$ cat src/h264fu_pkg.sv
// h264fu_pkg: shared types and constants for the H.264 FU-A packetizer
// used by h264_rtp_fu_a_packetizer_unit, h264fu_checker and the bench; no dependencies
`default_nettype none

package h264fu_pkg;

  // default sizing of the unit and fragment counters
  localparam int DEF_MAX_UNIT_BYTES     = 65536;
  localparam int DEF_MAX_FRAGMENT_BYTES = 4095;

  // configuration register reset values
  localparam int          RESET_MAX_FRAG = 1300;
  localparam logic [31:0] RESET_TS_STEP  = 32'(90000 / 25);

  // NAL / FU-A header fields
  localparam logic [7:0] NRI_MASK  = 8'h60;
  localparam logic [7:0] TYPE_MASK = 8'h1F;
  localparam logic [7:0] FU_A_TYPE = 8'd28;
  localparam logic [7:0] FU_START  = 8'h80;
  localparam logic [7:0] FU_END    = 8'h40;

  // configuration register indexes
  typedef enum logic [0:0] {
    CFG_MAX_FRAG_PAYLOAD = 1'b0,
    CFG_TIMESTAMP_STEP   = 1'b1
  } cfg_idx_t;

  // tdata / tuser widths of the result channel, tdata width of the input channel
  localparam int OUT_TDATA_W = 56;
  localparam int OUT_TUSER_W = 2;
  localparam int IN_TDATA_W  = 32;

  // one result transaction
  typedef struct packed {
    logic [7:0]  out_byte;
    logic        packet_first;
    logic        packet_last;
    logic [15:0] sequence_number;
    logic [31:0] packet_timestamp;
    logic        item_done;
  } res_t;

endpackage : h264fu_pkg

`default_nettype wire

$ cat src/h264_rtp_fu_a_packetizer_unit.sv
// h264_rtp_fu_a_packetizer_unit: splits NAL units into single packets or FU-A fragments
// depends on h264fu_pkg
//
//  channel | direction | tdata (low bit first)                      | tuser / tlast
//  in_     | slave     | data_byte[7:0], unit_length[24:8], 0 pad   | tuser: unit_start
//  out_    | master    | out_byte, sequence_number, packet_timestamp| tuser: packet_first,
//          |           |                                            | item_done; tlast: last
//  cfg_    | write     | index 0 max_fragment_payload, 1 timestamp_step
//
// An input byte is taken into an input register, decoded combinationally and its 0 to 3
// result transactions appended to a 4-entry output queue; results leave one per cycle
// while out_tready is high. Input accepted every cycle while the queue holds at most one
// result, so plain payload bytes flow at 1 byte/cycle while out_tready stays high; a
// fragment start adds the FU indicator and FU header. rst_n is synchronous, active low.
`default_nettype none

module h264_rtp_fu_a_packetizer_unit
  import h264fu_pkg::*;
#(
  parameter int MAX_UNIT_BYTES     = DEF_MAX_UNIT_BYTES,
  parameter int MAX_FRAGMENT_BYTES = DEF_MAX_FRAGMENT_BYTES
) (
  input  wire logic                    clk,
  input  wire logic                    rst_n,
  // input stream
  input  wire logic                    in_tvalid,
  output logic                         in_tready,
  input  wire logic [IN_TDATA_W-1:0]   in_tdata,   // data_byte[7:0], unit_length[24:8]
  input  wire logic                    in_tuser,   // unit_start
  // result stream
  output logic                         out_tvalid,
  input  wire logic                    out_tready,
  output logic [OUT_TDATA_W-1:0]       out_tdata,  // out_byte, sequence_number, timestamp
  output logic [OUT_TUSER_W-1:0]       out_tuser,  // packet_first, item_done
  output logic                         out_tlast,  // packet_last
  // configuration
  input  wire logic                    cfg_wen,
  input  wire logic [0:0]              cfg_addr,
  input  wire logic [31:0]             cfg_wdata
);

  localparam int LEFT_W = $clog2(MAX_UNIT_BYTES);
  localparam int FRAG_W = $clog2(MAX_FRAGMENT_BYTES + 1);
  localparam int RST_LIMIT = (RESET_MAX_FRAG > MAX_FRAGMENT_BYTES) ?
                             MAX_FRAGMENT_BYTES : RESET_MAX_FRAG;
  localparam int QD = 4;
  localparam int QC_W = 3;

  // configuration registers
  logic [FRAG_W-1:0] maxp_r;
  logic [31:0]       ts_step_r;
  logic [31:0]       cfg_lim;

  // input register
  logic              in_vld_r;
  logic [7:0]        in_byte_r;
  logic              in_start_r;
  logic [16:0]       in_len_r;

  // packetizer state
  logic [15:0]       seq_r, seq_nxt;
  logic [31:0]       ts_r, ts_nxt;
  logic [7:0]        hdr_r, hdr_nxt;
  logic [LEFT_W-1:0] left_r, left_nxt;
  logic [FRAG_W-1:0] fbu_r, fbu_nxt;
  logic              frag_r, frag_nxt;
  logic              ffp_r, ffp_nxt;

  // decode
  logic              take;
  logic [31:0]       len_c;
  logic [FRAG_W:0]   fbu_inc;
  logic              frag_end;
  logic [7:0]        fuh;
  res_t              res [3];
  logic [1:0]        nres;

  // output queue
  res_t              q_r [QD];
  res_t              q_sh [QD];
  res_t              q_nxt [QD];
  logic [QC_W-1:0]   cnt_r, cnt_nxt;
  logic              pop;
  logic [QC_W-1:0]   base;
  logic [QC_W-1:0]   off;

  // effective fragment size of a configuration write
  always_comb begin
    cfg_lim = {20'd0, cfg_wdata[11:0]};
    if (cfg_lim == 32'd0) begin
      cfg_lim = 32'd1;
    end
    if (cfg_lim > 32'(MAX_FRAGMENT_BYTES)) begin
      cfg_lim = 32'(MAX_FRAGMENT_BYTES);
    end
  end

  always_ff @(posedge clk) begin
    if (!rst_n) begin
      maxp_r    <= FRAG_W'(RST_LIMIT);
      ts_step_r <= RESET_TS_STEP;
    end else if (cfg_wen) begin
      case (cfg_idx_t'(cfg_addr))
        CFG_MAX_FRAG_PAYLOAD: maxp_r    <= FRAG_W'(cfg_lim);
        CFG_TIMESTAMP_STEP:   ts_step_r <= cfg_wdata;
        default: ;
      endcase
    end
  end

  // input stage moves on when the queue has room for three results
  assign take      = in_vld_r && (cnt_r <= QC_W'(1));
  assign in_tready = !in_vld_r || take;

  always_ff @(posedge clk) begin
    if (!rst_n) begin
      in_vld_r <= 1'b0;
    end else if (in_tready) begin
      in_vld_r <= in_tvalid;
    end
  end

  always_ff @(posedge clk) begin
    if (in_tready && in_tvalid) begin
      in_byte_r  <= in_tdata[7:0];
      in_len_r   <= in_tdata[24:8];
      in_start_r <= in_tuser;
    end
  end

  // decode one byte into state update and up to three results
  always_comb begin
    seq_nxt  = seq_r;
    ts_nxt   = ts_r;
    hdr_nxt  = hdr_r;
    left_nxt = left_r;
    fbu_nxt  = fbu_r;
    frag_nxt = frag_r;
    ffp_nxt  = ffp_r;
    nres     = 2'd0;
    for (int k = 0; k < 3; k++) begin
      res[k] = '0;
      res[k].packet_timestamp = ts_r;
    end

    len_c = {15'd0, in_len_r};
    if (len_c == 32'd0) begin
      len_c = 32'd1;
    end
    if (len_c > 32'(MAX_UNIT_BYTES)) begin
      len_c = 32'(MAX_UNIT_BYTES);
    end

    fbu_inc  = {1'b0, fbu_r} + (FRAG_W + 1)'(1);
    frag_end = fbu_inc >= {1'b0, maxp_r};

    fuh = hdr_r & TYPE_MASK;
    if (ffp_r) begin
      fuh = fuh | FU_START;
    end
    if ({{(32 - LEFT_W){1'b0}}, left_r} <= 32'(maxp_r)) begin
      fuh = fuh | FU_END;
    end

    if (in_start_r) begin
      // unit header byte
      hdr_nxt  = in_byte_r;
      left_nxt = LEFT_W'(len_c - 32'd1);
      fbu_nxt  = '0;
      if ((len_c - 32'd1) <= 32'(maxp_r)) begin
        frag_nxt                = 1'b0;
        ffp_nxt                 = 1'b0;
        res[0].out_byte         = in_byte_r;
        res[0].packet_first     = 1'b1;
        res[0].packet_last      = (len_c == 32'd1);
        res[0].sequence_number  = seq_r;
        res[0].item_done        = 1'b1;
        nres                    = 2'd1;
        seq_nxt                 = seq_r + 16'd1;
        if (len_c == 32'd1) begin
          ts_nxt = ts_r + ts_step_r;
        end
      end else begin
        frag_nxt = 1'b1;
        ffp_nxt  = 1'b1;
      end
    end else if (left_r == '0) begin
      // no unit open
    end else if (!frag_r) begin
      // single packet payload byte
      res[0].out_byte    = in_byte_r;
      res[0].packet_last = (left_r == LEFT_W'(1));
      res[0].item_done   = 1'b1;
      nres               = 2'd1;
      left_nxt           = left_r - LEFT_W'(1);
      if (left_r == LEFT_W'(1)) begin
        ts_nxt = ts_r + ts_step_r;
      end
    end else begin
      // fragment payload byte, opened by FU indicator and FU header
      if (fbu_r == '0) begin
        res[0].out_byte        = (hdr_r & NRI_MASK) | FU_A_TYPE;
        res[0].packet_first    = 1'b1;
        res[0].sequence_number = seq_r;
        res[1].out_byte        = fuh;
        res[2].out_byte        = in_byte_r;
        res[2].packet_last     = (left_r == LEFT_W'(1)) || frag_end;
        res[2].item_done       = 1'b1;
        nres                   = 2'd3;
        seq_nxt                = seq_r + 16'd1;
        ffp_nxt                = 1'b0;
      end else begin
        res[0].out_byte    = in_byte_r;
        res[0].packet_last = (left_r == LEFT_W'(1)) || frag_end;
        res[0].item_done   = 1'b1;
        nres               = 2'd1;
      end
      left_nxt = left_r - LEFT_W'(1);
      fbu_nxt  = frag_end ? '0 : fbu_inc[FRAG_W-1:0];
      if (left_r == LEFT_W'(1)) begin
        frag_nxt = 1'b0;
        fbu_nxt  = '0;
        ts_nxt   = ts_r + ts_step_r;
      end
    end
  end

  always_ff @(posedge clk) begin
    if (!rst_n) begin
      seq_r  <= '0;
      ts_r   <= '0;
      hdr_r  <= '0;
      left_r <= '0;
      fbu_r  <= '0;
      frag_r <= 1'b0;
      ffp_r  <= 1'b0;
    end else if (take) begin
      seq_r  <= seq_nxt;
      ts_r   <= ts_nxt;
      hdr_r  <= hdr_nxt;
      left_r <= left_nxt;
      fbu_r  <= fbu_nxt;
      frag_r <= frag_nxt;
      ffp_r  <= ffp_nxt;
    end
  end

  // output queue: head at entry 0, shift on pop, append behind the survivors
  assign out_tvalid = (cnt_r != '0);
  assign pop        = out_tvalid && out_tready;
  assign base       = cnt_r - QC_W'(pop);

  always_comb begin
    for (int i = 0; i < QD - 1; i++) begin
      q_sh[i] = pop ? q_r[i + 1] : q_r[i];
    end
    q_sh[QD - 1] = q_r[QD - 1];
    for (int i = 0; i < QD; i++) begin
      off      = QC_W'(i) - base;
      q_nxt[i] = q_sh[i];
      if (take && (QC_W'(i) >= base) && (off < {1'b0, nres})) begin
        q_nxt[i] = res[off[1:0]];
      end
    end
    cnt_nxt = base + (take ? {1'b0, nres} : '0);
  end

  always_ff @(posedge clk) begin
    if (!rst_n) begin
      cnt_r <= '0;
    end else begin
      cnt_r <= cnt_nxt;
    end
  end

  always_ff @(posedge clk) begin
    for (int i = 0; i < QD; i++) begin
      q_r[i] <= q_nxt[i];
    end
  end

  // result transaction fields
  assign out_tdata = {q_r[0].packet_timestamp, q_r[0].sequence_number, q_r[0].out_byte};
  assign out_tuser = {q_r[0].item_done, q_r[0].packet_first};
  assign out_tlast = q_r[0].packet_last;

endmodule : h264_rtp_fu_a_packetizer_unit

`default_nettype wire

$ cat config.mk
export PLATFORM = sky130hd
export DESIGN_NAME = h264_rtp_fu_a_packetizer_unit
export DESIGN_NICKNAME = d
export VERILOG_FILES = /design/src/h264fu_pkg.sv /design/src/h264_rtp_fu_a_packetizer_unit.sv
export SDC_FILE = /design/constraint.sdc
export NUM_CORES = 1
export LEC_CHECK = 0
export BUFFER_PORTS_ARGS = -buffer_cell sky130_fd_sc_hd__buf_2
export CAP_MARGIN = 5
export CORE_MARGIN = 8
export CORE_UTILIZATION = 40
export CTS_CLUSTER_DIAMETER = 150
export CTS_CLUSTER_SIZE = 28
export DETAILED_ROUTE_END_ITERATION = 10
export SETUP_SLACK_MARGIN = 0.5
export SKIP_LAST_GASP = 1
export SYNTH_ARGS = -nofsm -noshare
export SYNTH_HDL_FRONTEND = slang
export SYNTH_SLANG_ARGS = --single-unit
$ cat constraint.sdc
create_clock -name clk -period 9.2 [get_ports clk]
set_input_delay 0.46 -clock clk [delete_from_list [all_inputs] [get_ports clk]]
set_output_delay 0.46 -clock clk [all_outputs]
set_load 0.02 [all_outputs]
==> impl_metrics.ini <==
[die]
num_io_pins = 132
die_width_microns = 239.0
core-area_sq_um = 49050
rows = 81
dieHeight_microns = 239.0
die_area_sq_um = 57130
initial_utilization_pct = 40.56

[route]
dr.pass1.iters = 5
drc = 0
via_count = 15180
drtIter0Drc = 1225
wl_microns = 49390
wl_per_cell_microns = 17.66
ant_nets = 0
avgViaCountPerCell = 5.427

[sta]
tns_ns = 0
relSlewSlack_pct = 12.11
hold_viol = 0
setup_ws_ns = 2.391
rsz0062_at_grt = no
finalCriticalPeriod_ns = 6.809
fmax_mhz = 146.9
finalSetupViolations = 0
holdWs_ns = 0.07449
slew_violations = 0
fin_crit_sh_pct = 74.01
skew_ns = 0.04659
tightest_slew_ns = 1.312

[run]
maxCapViolCount = 0

[clock_tree]
cts_setup_buffers = 0
postCtsResizedCells = 0
clk_pin_slew_ns = 0.11
clockBufferDepth = 3
htree_num_levels = 1
insertion_delay_ns = 0.56
postCtsHoldBufs = 0
cts_tree = built
cts_root_buffer = clkbuf_16
numCtsBuffers = 18
cts_num_sinks = 395

[finish]
fillCellCount = 4708
drive_gt1_share_pct = 9.564
antennaDiodeCount = 0
most-common-layout-cells = 445 x nand2_1, 262 x edfxtp_1, 153 x a21oi_1
fin_nets = 2282
layout_commonest_cell = nand2_1
area_growth_pct = 9.062

[synth]
ys_ff_latch = 395
synth_ff_type = edfxtp_1
ys_seq_area_share_pct = 52.92
synth_nets = 2231
syn_inst = 2071
synth_async_sr_flop_share_pct = 0
synth_area_sq_um = 19900
yosys_warnings = 0
synth-edff-count = 262
synth_cell_types = 71
avgSynthCellArea_sq_um = 9.607

[placed_design]
place_congestion = 0.8957
io_buffers = 124
dp_hpwl_microns = 34720
place_ws_ns = 2.429

[power_and_ir_drop]
ir_drop_mv = 0.1503
power_density_nw_per_um2 = 268.9
p_leak_nw = 8.185

[setup_path]
arrival_ns = 7.02
crit_end = q_r[2][10]
ff2ff_path_depth = 19
reg2reg_from = in_len_r[16]
startpoint_type = flop
cp_max_fo = 58
crit_required_ns = 9.42
startpoint = in_len_r[16]
r2r-end = q_r[2][10]
r2r_slack_ns = 2.39
cp-end-kind = flop
crit_type = flop to flop

[global_route]
grt_use_met3_pct = 2.478
grt_busiest_layer = met2
grt_pass1_wl_microns = 80100
grt_antenna_before_repair = 0
gr-total-overflow = 0
grt_max_degree = 69
grt_pass1_vias = 14800
grt_use_met1_pct = 23.20
gr-usage-met2_pct = 28.48
track_usage_pct = 17.01

[outcome]
status = finished, final reports clean

[worst_hold_path]
hp-class = input port to flop
[state kept, by name, indices dropped and copies added, names as in the netlist, 3 cells and up]
signal and flops:
hdr_r 7, in_len_r 17, maxp_r 12, fbu_r 12, seq_r 16, in_byte_r 8, ts_r 32, ts_step_r 32
cnt_r 3, left_r 16, q_r 236
[critical path: stages, from the launching register on]
cell and delay [ns]:
edfxtp_1 0.78, clkinv_1 0.45, o21ai_0 0.38, ha_1 0.36, o21ai_0 0.29, a21oi_1 0.23, nor2_1 0.06, a311oi_1 0.34
ha_1 0.32, a21oi_1 0.16, a21boi_0 0.09, a211o_1 0.26, o21ai_0 0.21, nor4bb_1 0.36, buf_4 0.25, a31o_2 0.28
a21oi_4 0.07, buf_4 0.34, nand2_2 0.68, buf_4 0.50
[how the worst min path moves through the flow]
stage / from / end / slack (ns) / cells past startpoint
after detailed placement: hdr_r[6] / hdr_r[6] / 0.45 / 2
after global routing: in_tdata[16] / in_len_r[8] / 0.04 / 1
after floorplan: maxp_r[11] / maxp_r[11] / 0.44 / 2
after global placement: maxp_r[1] / maxp_r[1] / 0.45 / 2
final: in_tdata[4] / in_byte_r[4] / 0.07 / 1
after CTS: in_tdata[16] / in_len_r[8] / 0.05 / 1
[layer usage]
layer	wire [microns]	part of all wire (%)
met1	22970	47
met5	0	0
met2	22830	46
met4	933	1.9
met3	2658	5.4
[area by class of cell]
cell class	count	area, sq um	area share [%]
multi-input cells	1504	8777	40.45
inverters	51	192.7	0.8880
clock inverters	2	46.29	0.2133
flip-flops and latches	395	10530	48.53
well taps	664	830.8	3.829
clock buffers	29	491.7	2.266
repair buffers	152	830.8	3.829
[cells by family (layout without fill, tap and decap cells)]
logic type / after synthesis / after routing / share of synthesized area, %
compound gates: 457 / 457 / 14.86
xor+xnor: 47 / 47 / 2.069
fa+ha+maj: 89 / 89 / 5.672
buf+inv: 172 / 234 / 3.308
flops: 395 / 395 / 52.92
mux: 7 / 7 / 0.3585
simple gates: 904 / 904 / 20.81
[cell usage after synthesis (7+ instances only)]
master | n | area (sq um)
dfxtp_1 | 133 | 2663
clkbuf_1 | 103 | 386.6
o21a_1 | 22 | 165.2
or4_1 | 7 | 52.55
a21o_1 | 19 | 142.6
nand4_1 | 16 | 100.1
o21ai_0 | 84 | 420.4
nor2b_1 | 15 | 93.84
a22oi_1 | 12 | 90.09
and3_1 | 9 | 56.30
nand2b_1 | 11 | 68.82
a22o_1 | 50 | 437.9
nand2_1 | 448 | 1682
nor3_1 | 29 | 145.1
xnor2_1 | 35 | 306.5
a31oi_1 | 21 | 131.4
o211ai_1 | 14 | 105.1
ha_1 | 87 | 1089
or3_1 | 9 | 56.30
inv_1 | 47 | 176.4
xor2_1 | 12 | 105.1
and2_1 | 56 | 350.3
edfxtp_1 | 262 | 7868
o31ai_1 | 14 | 105.1
nor2_1 | 119 | 446.7
buf_1 | 13 | 48.80
nand3_1 | 132 | 660.6
or2_2 | 7 | 43.79
a21oi_1 | 156 | 780.8
nor4_1 | 21 | 131.4
[stage by stage]
step	util [%]	std cells	cell area (sq um)	power [mW]
6_report	44.24	2797	21700	5.836
5_1_grt	44.24	2797	21700	6.214
4_1_cts	44.24	2797	21700	5.893
3_5_place_dp	43.14	2766	21160	4.952
3_3_place_gp	43.14	2766	21160	4.877
2_1_floorplan	-	2071	19900	4.271
[power by group]
| part | internal, mW | switching (mW) | leakage (nW) |
|---|---|---|---|
| clock network | 0.383 | 0.563 | 0.253 |
| logic | 0.604 | 1.48 | 4.40 |
| registers | 2.63 | 0.175 | 3.53 |
| total | 3.62 | 2.22 | 8.19 |
Note: power is estimated with default switching activity, not from simulation.
